==> src/hw/rtl/gsfp_pkg.sv <==
`timescale 1ns / 1ps
package gsfp_pkg;

  localparam logic [7:0] StartByte   = 8'hFF;
  localparam logic [7:0] TypeReading = 8'h86;
  localparam logic [7:0] TypeIdent   = 8'hD7;
  localparam int unsigned FrameLen   = 9;
  localparam logic [3:0] LastPos     = 4'(FrameLen - 1);

  typedef enum logic [1:0] {
    KIND_READING  = 2'd0,
    KIND_IDENT    = 2'd1,
    KIND_CHECKSUM = 2'd2,
    KIND_RESYNC   = 2'd3
  } frame_kind_t;

  typedef struct packed {
    logic        fire;
    frame_kind_t kind;
    logic [15:0] concentration_x10;
    logic [15:0] mass_concentration;
    logic [15:0] reading_full_range;
    logic [7:0]  module_type;
    logic [15:0] module_range;
    logic [7:0]  module_unit;
    logic [3:0]  module_decimals;
    logic [31:0] resync_total;
    logic [31:0] checksum_error_total;
    logic [31:0] good_reading_total;
  } gsfp_result_t;

endpackage

==> src/hw/rtl/gsfp_frame_core.sv <==
`timescale 1ns / 1ps
module gsfp_frame_core (
  input  logic                  clk,
  input  logic                  rst_n,
  input  logic                  step_i,
  input  logic [7:0]            byte_i,
  output gsfp_pkg::gsfp_result_t res_o
);
  import gsfp_pkg::*;

  logic [3:0]  pos_r, pos_nxt;
  logic [7:0]  sum_r, sum_nxt;
  logic [7:0]  frame_r [1:7];
  logic [7:0]  frame_nxt [1:7];
  logic [31:0] resync_r, resync_nxt;
  logic [31:0] cksum_err_r, cksum_err_nxt;
  logic [31:0] reading_cnt_r, reading_cnt_nxt;
  logic [15:0] conc_r, conc_nxt;
  logic [15:0] mass_r, mass_nxt;
  logic [15:0] full_range_r, full_range_nxt;
  logic [7:0]  mod_type_r, mod_type_nxt;
  logic [15:0] mod_range_r, mod_range_nxt;
  logic [7:0]  mod_unit_r, mod_unit_nxt;
  logic [3:0]  mod_dec_r, mod_dec_nxt;

  logic        take;
  logic        complete;
  logic [7:0]  frame_type;
  logic [7:0]  expect_sum;
  frame_kind_t kind;

  assign take       = step_i && !(pos_r == 4'd0 && byte_i != StartByte);
  assign complete   = take && pos_r == LastPos;
  assign frame_type = frame_r[1];
  assign expect_sum = 8'(8'd0 - sum_r);

  always_comb begin
    pos_nxt         = pos_r;
    sum_nxt         = sum_r;
    frame_nxt       = frame_r;
    resync_nxt      = resync_r;
    cksum_err_nxt   = cksum_err_r;
    reading_cnt_nxt = reading_cnt_r;
    conc_nxt        = conc_r;
    mass_nxt        = mass_r;
    full_range_nxt  = full_range_r;
    mod_type_nxt    = mod_type_r;
    mod_range_nxt   = mod_range_r;
    mod_unit_nxt    = mod_unit_r;
    mod_dec_nxt     = mod_dec_r;
    kind            = KIND_RESYNC;

    if (take && !complete) begin
      for (int i = 1; i <= 7; i++) begin
        if (pos_r == 4'(i)) begin
          frame_nxt[i] = byte_i;
        end
      end
      if (pos_r != 4'd0) begin
        sum_nxt = 8'(sum_r + byte_i);
      end
      pos_nxt = 4'(pos_r + 4'd1);
    end

    if (complete) begin
      pos_nxt = 4'd0;
      sum_nxt = 8'd0;
      if (frame_type != TypeReading && frame_type != TypeIdent) begin
        kind       = KIND_RESYNC;
        resync_nxt = 32'(resync_r + 32'd1);
        // A type byte of 0xFF may itself be the start of the next frame.
        if (frame_type == StartByte) begin
          pos_nxt = 4'd1;
        end
      end else if (byte_i != expect_sum) begin
        kind          = KIND_CHECKSUM;
        cksum_err_nxt = 32'(cksum_err_r + 32'd1);
      end else if (frame_type == TypeIdent) begin
        kind          = KIND_IDENT;
        mod_type_nxt  = frame_r[2];
        mod_range_nxt = {frame_r[3], frame_r[4]};
        mod_unit_nxt  = frame_r[5];
        mod_dec_nxt   = frame_r[6][7:4];
      end else begin
        kind            = KIND_READING;
        conc_nxt        = {frame_r[6], frame_r[7]};
        mass_nxt        = {frame_r[2], frame_r[3]};
        full_range_nxt  = {frame_r[4], frame_r[5]};
        reading_cnt_nxt = 32'(reading_cnt_r + 32'd1);
      end
    end
  end

  always_comb begin
    res_o.fire                 = complete;
    res_o.kind                 = kind;
    res_o.concentration_x10    = conc_nxt;
    res_o.mass_concentration   = mass_nxt;
    res_o.reading_full_range   = full_range_nxt;
    res_o.module_type          = mod_type_nxt;
    res_o.module_range         = mod_range_nxt;
    res_o.module_unit          = mod_unit_nxt;
    res_o.module_decimals      = mod_dec_nxt;
    res_o.resync_total         = resync_nxt;
    res_o.checksum_error_total = cksum_err_nxt;
    res_o.good_reading_total   = reading_cnt_nxt;
  end

  always_ff @(posedge clk) begin
    if (!rst_n) begin
      pos_r         <= 4'd0;
      sum_r         <= 8'd0;
      resync_r      <= 32'd0;
      cksum_err_r   <= 32'd0;
      reading_cnt_r <= 32'd0;
      conc_r        <= 16'd0;
      mass_r        <= 16'd0;
      full_range_r  <= 16'd0;
      mod_type_r    <= 8'd0;
      mod_range_r   <= 16'd0;
      mod_unit_r    <= 8'd0;
      mod_dec_r     <= 4'd0;
    end else begin
      pos_r         <= pos_nxt;
      sum_r         <= sum_nxt;
      resync_r      <= resync_nxt;
      cksum_err_r   <= cksum_err_nxt;
      reading_cnt_r <= reading_cnt_nxt;
      conc_r        <= conc_nxt;
      mass_r        <= mass_nxt;
      full_range_r  <= full_range_nxt;
      mod_type_r    <= mod_type_nxt;
      mod_range_r   <= mod_range_nxt;
      mod_unit_r    <= mod_unit_nxt;
      mod_dec_r     <= mod_dec_nxt;
    end
  end

  always_ff @(posedge clk) begin
    frame_r <= frame_nxt;
  end

`ifndef SYNTHESIS
  a_pos_range: assert property (@(posedge clk) disable iff (!rst_n)
    pos_r <= LastPos)
    else $error("frame position beyond the last byte");

  a_sum_clear_at_start: assert property (@(posedge clk) disable iff (!rst_n)
    (pos_r == 4'd0 || pos_r == 4'd1) |-> sum_r == 8'd0)
    else $error("running checksum not clear at frame start");

  a_complete_restarts: assert property (@(posedge clk) disable iff (!rst_n)
    complete |=> (pos_r == 4'd0 || pos_r == 4'd1))
    else $error("position not restarted after a completed frame");

  a_reading_counted: assert property (@(posedge clk) disable iff (!rst_n)
    (complete && kind == KIND_READING) |=>
      reading_cnt_r == 32'($past(reading_cnt_r) + 32'd1))
    else $error("good reading not counted");
`endif

endmodule

==> src/hw/rtl/gas_sensor_frame_parser.sv <==
`timescale 1ns / 1ps
// Parses the nine-byte frames of a serial gas sensor, one received byte per request on the
// input stream. Bytes are dropped until a 0xFF start byte, then nine bytes make a frame; a
// result request is issued for every completed frame and for nothing else. out_tuser carries
// the frame kind (0 reading, 1 identification, 2 checksum error, 3 unknown type), and out_tdata
// always carries the last good reading and identification fields with the three wrapping
// counters as they stand after that frame. A byte is taken every cycle as long as results are
// drained; a byte passes through an input register and the frame decode into the result
// register, from which the result of each completed frame is presented. Throughput is limited
// only by the single-entry result register: while a result waits unread, at most one further
// byte is held.
module gas_sensor_frame_parser (
  input  logic          clk,
  input  logic          rst_n,
  input  logic          in_tvalid,
  output logic          in_tready,
  input  logic [7:0]    in_tdata,   // [7:0] rx_byte
  output logic          out_tvalid,
  input  logic          out_tready,
  // [15:0] concentration_x10, [31:16] mass_concentration, [47:32] reading_full_range,
  // [55:48] module_type, [71:56] module_range, [79:72] module_unit,
  // [83:80] module_decimals, [115:84] resync_total, [147:116] checksum_error_total,
  // [179:148] good_reading_total, [183:180] zero
  output logic [183:0]  out_tdata,
  output logic [1:0]    out_tuser   // [1:0] frame_kind
);
  import gsfp_pkg::*;

  logic         s1_valid_r;
  logic [7:0]   s1_byte_r;
  logic         out_valid_r;
  gsfp_result_t out_res_r;
  gsfp_result_t res;
  logic         advance;
  logic         step;

  assign advance   = !out_valid_r || out_tready;
  assign in_tready = !s1_valid_r || advance;
  assign step      = s1_valid_r && advance;

  gsfp_frame_core u_core (
    .clk    (clk),
    .rst_n  (rst_n),
    .step_i (step),
    .byte_i (s1_byte_r),
    .res_o  (res)
  );

  always_ff @(posedge clk) begin
    if (!rst_n) begin
      s1_valid_r  <= 1'b0;
      out_valid_r <= 1'b0;
    end else begin
      if (in_tready) begin
        s1_valid_r <= in_tvalid;
      end
      if (advance) begin
        out_valid_r <= step && res.fire;
      end
    end
  end

  always_ff @(posedge clk) begin
    if (in_tvalid && in_tready) begin
      s1_byte_r <= in_tdata;
    end
    if (step && res.fire) begin
      out_res_r <= res;
    end
  end

  assign out_tvalid = out_valid_r;
  assign out_tuser  = out_res_r.kind;
  assign out_tdata  = {4'd0,
                       out_res_r.good_reading_total,
                       out_res_r.checksum_error_total,
                       out_res_r.resync_total,
                       out_res_r.module_decimals,
                       out_res_r.module_unit,
                       out_res_r.module_range,
                       out_res_r.module_type,
                       out_res_r.reading_full_range,
                       out_res_r.mass_concentration,
                       out_res_r.concentration_x10};

endmodule

==> config.mk <==
export PLATFORM = sky130hd
export DESIGN_NAME = gas_sensor_frame_parser
export DESIGN_NICKNAME = d
export VERILOG_FILES = /design/src/hw/rtl/gsfp_pkg.sv /design/src/hw/rtl/gsfp_frame_core.sv /design/src/hw/rtl/gas_sensor_frame_parser.sv
export SDC_FILE = /design/constraint.sdc
export NUM_CORES = 1
export LEC_CHECK = 0
export BUFFER_PORTS_ARGS = -buffer_cell sky130_fd_sc_hd__buf_2
export CAP_MARGIN = 20
export CORE_ASPECT_RATIO = 1.4
export CORE_MARGIN = 2
export CORE_UTILIZATION = 50
export DETAILED_ROUTE_END_ITERATION = 16
export PLACE_DENSITY = 0.74
export SLEW_MARGIN = 20
export SYNTH_ARGS = -nofsm -noshare
export SYNTH_HDL_FRONTEND = slang
export SYNTH_SLANG_ARGS = --single-unit
==> constraint.sdc <==
create_clock -name clk -period 9.7 [get_ports clk]
set_input_delay 2.91 -clock clk [delete_from_list [all_inputs] [get_ports clk]]
set_output_delay 2.91 -clock clk [all_outputs]
set_load 0.1 [all_outputs]
==> qor.tcl <==
set qor(status) {completed}
set qor(clock_skew_ns) 0.0196
set qor(ys.warnings.count) 0
set qor(critical-path-slowest-cell) {buf_2}
set qor(critical_path.most_common_cell) {buf_2}
set qor(synth_common_cells) {edfxtp_1, nand2_1, dfxtp_1}
set qor(worstMarginPinSlew_ns) 1.07
set qor(cts.path.max_buffers) 3
set qor(tritoncts.num_buffers) 43
set qor(final_max_slew_viol_count) 0
set qor(postSynth.asyncResetShare_pct) 0
set qor(grt_use_met1_pct) 24.1
set qor(cts_tree) {done}
set qor(register_area_sq_um) 11300
set qor(post_drt_via_cell_ratio) 5.42
set qor(power.leakage_nw) 7.75
set qor(detailedRoute.firstPassIterationCount) 5
set qor(setup.worst_path.start_class) {input port}
set qor(finalHoldViolations) 0
set qor(grt_start_max_net_pins) 115
set qor(hold-path-endpoint) {u_core.mass_r[11]$_SDFF_PN0_}
set qor(worstSkewPairLatency_ns) 0.55
set qor(peakVddDrop_v) 0.000132
set qor(fin_setup_tns_ns) 0
set qor(num_io_pins) 200
set qor(worst_hold_path_type) {reg -> reg}
set qor(synth_most_common_cell) {edfxtp_1}
set qor(post-route-util_pct) 58.8
set qor(first_pass_grt_wire_length_um) 59700
set qor(final-setup-viol-count) 0
set qor(crit_type) {in -> out}
set qor(pwr_density_cell_nw_per_um2) 179
set qor(startpoint) {out_tready}
set qor(yosysSeqAreaShare_pct) 62.1
set qor(first_global_vias) 11400
set qor(synth_area_leader) {edfxtp_1}
set qor(post-synth-top-area-fraction_pct) 40.7
set qor(reg2reg_to) {out_tdata[11]$_DFFE_PP_}
set qor(yosys-mux-area-fraction_pct) 11.2
set qor(multi_input_comb_area_sq_um) 6540
set qor(synth-compound-area-share_pct) 2.44
set qor(detailedRoute.firstIterationViolations) 960
set qor(antenna-diode-count) 0
set qor(post_cts_repair_timing_setup_buffer_count) 0
set qor(wl_per_cell_um) 17.7
set qor(regToRegSetupSlack_ns) 5.33
set qor(worst_setup_path_end_kind) {primary output}
set qor(globalRouteMet2Util_pct) 34.7
set qor(cts_repair_resize_count) 0
set qor(remaining_global_route_overflow) 0
set qor(holdPathStages) 2
set qor(timing.hold.worst.start) {u_core.mass_r[11]$_SDFF_PN0_}
set qor(max_fo_critical_path) 4
set qor(post_synth.cell_area_avg_sq_um) 12.4
set qor(die_width_um) 165
set qor(crit_path_cell_trace) {buf_2 > nor2b_1 > nand2_1 > buf_2}
set qor(drc_violations_left) 0
set qor(grt-busiest-layer) {met2}
set qor(detailed_place_hpwl_um) 24200
set qor(setup_repair_after_global_routing_missed_its_margin) {no}
set qor(synthCells) 1467
set qor(synth_simple_gate_area_share_pct) 16.7
set qor(detail-route-antenna-nets) 0
set qor(synth.top_cells.by_area) {edfxtp_1, dfxtp_1, mux2i_1, nand2_1, mux2_2}
set qor(critPathArrivalTime_ns) 3.73
set qor(chipHeight_um) 230
set qor(clock_pin_slew_reported_for_the_worst_setup_and_hold_paths_after_clock_tree_synthesis_ns) 0.06
set qor(ys_types) 54
set qor(max_freq_mhz) 151
set qor(cts_htree_levels) 2
set qor(filler_cell_count) 2861
set qor(die-area_sq_um) 37900
set qor(critPathRequiredTime_ns) 6.79
set qor(yosys.area_share.adder_pct) 1.14
set qor(grt_antenna_before_repair) 1
set qor(r2r.worst_path.cells) 8
set qor(wl_um) 38000
set qor(final.period_utilization_pct) 68.5
set qor(synth_top_family_by_area) {simple AND/OR/NAND/NOR gates}
set qor(design.final.nets) 1679
set qor(cap_viol_max_count) 0
set qor(slowest_stage_delay_cp_ns) 0.32
set qor(detailroute.via_count) 11600
set qor(met3_usage_pct) 4.38
set qor(synth-xor-area-share_pct) 4.15
set qor(share_of_cells_above_drive_strength_1_pct) 22.4
set qor(synthFlopType) {edfxtp_1}
set qor(ctsHoldBuffers) 0
set qor(initial_core_util_pct) 50.7
set qor(worst_r2r_startpoint) {s1_byte_r[5]$_DFFE_PP_}
set qor(placeableCoreArea_sq_um) 35800
set qor(gpl.final_weighted_congestion) 0.815
set qor(clk_root_buffer_cell) {clkbuf_16}
set qor(relative_max_transition_margin_pct) 27.8
set qor(clkSinkCount) 440
set qor(synth_enable_flop_cells) 246
set qor(period_needed_ns) 6.64
set qor(synth_seq_cells) 440
set qor(summed_instance_area_of_the_synthesized_netlist_sq_um) 18200
set qor(placement.io_buffers) 195
set qor(globalRouteTotalUtil_pct) 19.9
set qor(syn_to_final_growth_pct) 15.9
set qor(std_cell_rows) 82
## cell usage in the layout (no fill, tap or decap), types with 30 or more instances in the layout
cell type and count:
and2_1 73, buf_2 194, clkbuf_16 46, dfxtp_1 194
edfxtp_1 246, mux2_2 50, mux2_4 30, mux2i_1 96
nand2_1 200, nand2b_1 49, nand3_1 62, nor2_1 46
nor3_1 32, xnor2_1 47, xor2_1 39
## area by class of cell
| class | instances | share of cell area, % |
|---|---|---|
| timing repair buffer | 208 | 5.13 |
| tap | 462 | 2.75 |
| clock buffer | 57 | 5.86 |
| inverter | 18 | 0.357 |
| sequential | 440 | 53.6 |
| clock inverter | 22 | 1.27 |
| multi-input combinational | 940 | 31.1 |
## routing by layer
layer	routed length, um	part of all wire, %	vias to the layer above
met1	15200	40	5685
li1	-	-	5581
met4	1010	2.7	2
met2	19500	51	295
met5	11	0.029	-
met3	2280	6.0	66
## worst max-delay path: cells and delay by family
kind,cells,cell delay (ns)
buffers and inverters,2,0.42
and+or+nand+nor,2,0.40
## how the worst max path moves through the flow
stage                               endpoint  slack (ns)  cells after the start
finish                             in_tready        3.06                      4
global route                       in_tready        2.99                      4
CTS                                in_tready        3.03                      4
detailed placement                 in_tready        3.03                      4
global placement                   in_tready        3.03                      4
floorplan           out_tdata[114]$_DFFE_PP_        0.81                      6
## metrics by stage
step / hold slack [ns] / setup slack [ns] / std cells / power [mW] / cell area (sq um)
6_report: 0.457 / 3.06 / 2147 / 3.76 / 21000
3_3_place_gp: 0.438 / 3.03 / 2068 / 2.05 / 19500
5_1_grt: 0.476 / 2.99 / 2147 / 3.87 / 21000
4_1_cts: 0.461 / 3.03 / 2147 / 3.80 / 21000
2_1_floorplan: 0.431 / 0.814 / 1470 / 2.04 / 18200
3_5_place_dp: 0.445 / 3.03 / 2068 / 2.05 / 19500
## power by group
part	switching, mW	leakage [nW]	internal [mW]
clock network	0.695	0.740	1.06
registers	0.00984	3.44	1.95
logic	0.0353	3.58	0.0103
total	0.740	7.75	3.02
## registers in the layout, indices dropped and copies added, names as in the netlist
name,cells
out_tdata,180
out_tuser,2
out_tvalid,1
s1_byte_r,8
s1_valid_r,1
u_core.cksum_err_r,32
u_core.conc_r,16
u_core.frame_r,48
u_core.frame_type,8
u_core.full_range_r,16
u_core.mass_r,16
u_core.mod_dec_r,4
u_core.mod_range_r,16
u_core.mod_type_r,8
u_core.mod_unit_r,8
u_core.pos_r,4
u_core.reading_cnt_r,32
u_core.resync_r,32
u_core.sum_r,8
## cell families after synthesis
kind of cell,Yosys count
compound gates,68
xor+xnor,86
fa+ha+maj,16
buf+inv,90
flops,440
mux,182
other cells,1
simple gates,584
Note: power is estimated with default switching activity, not from simulation.
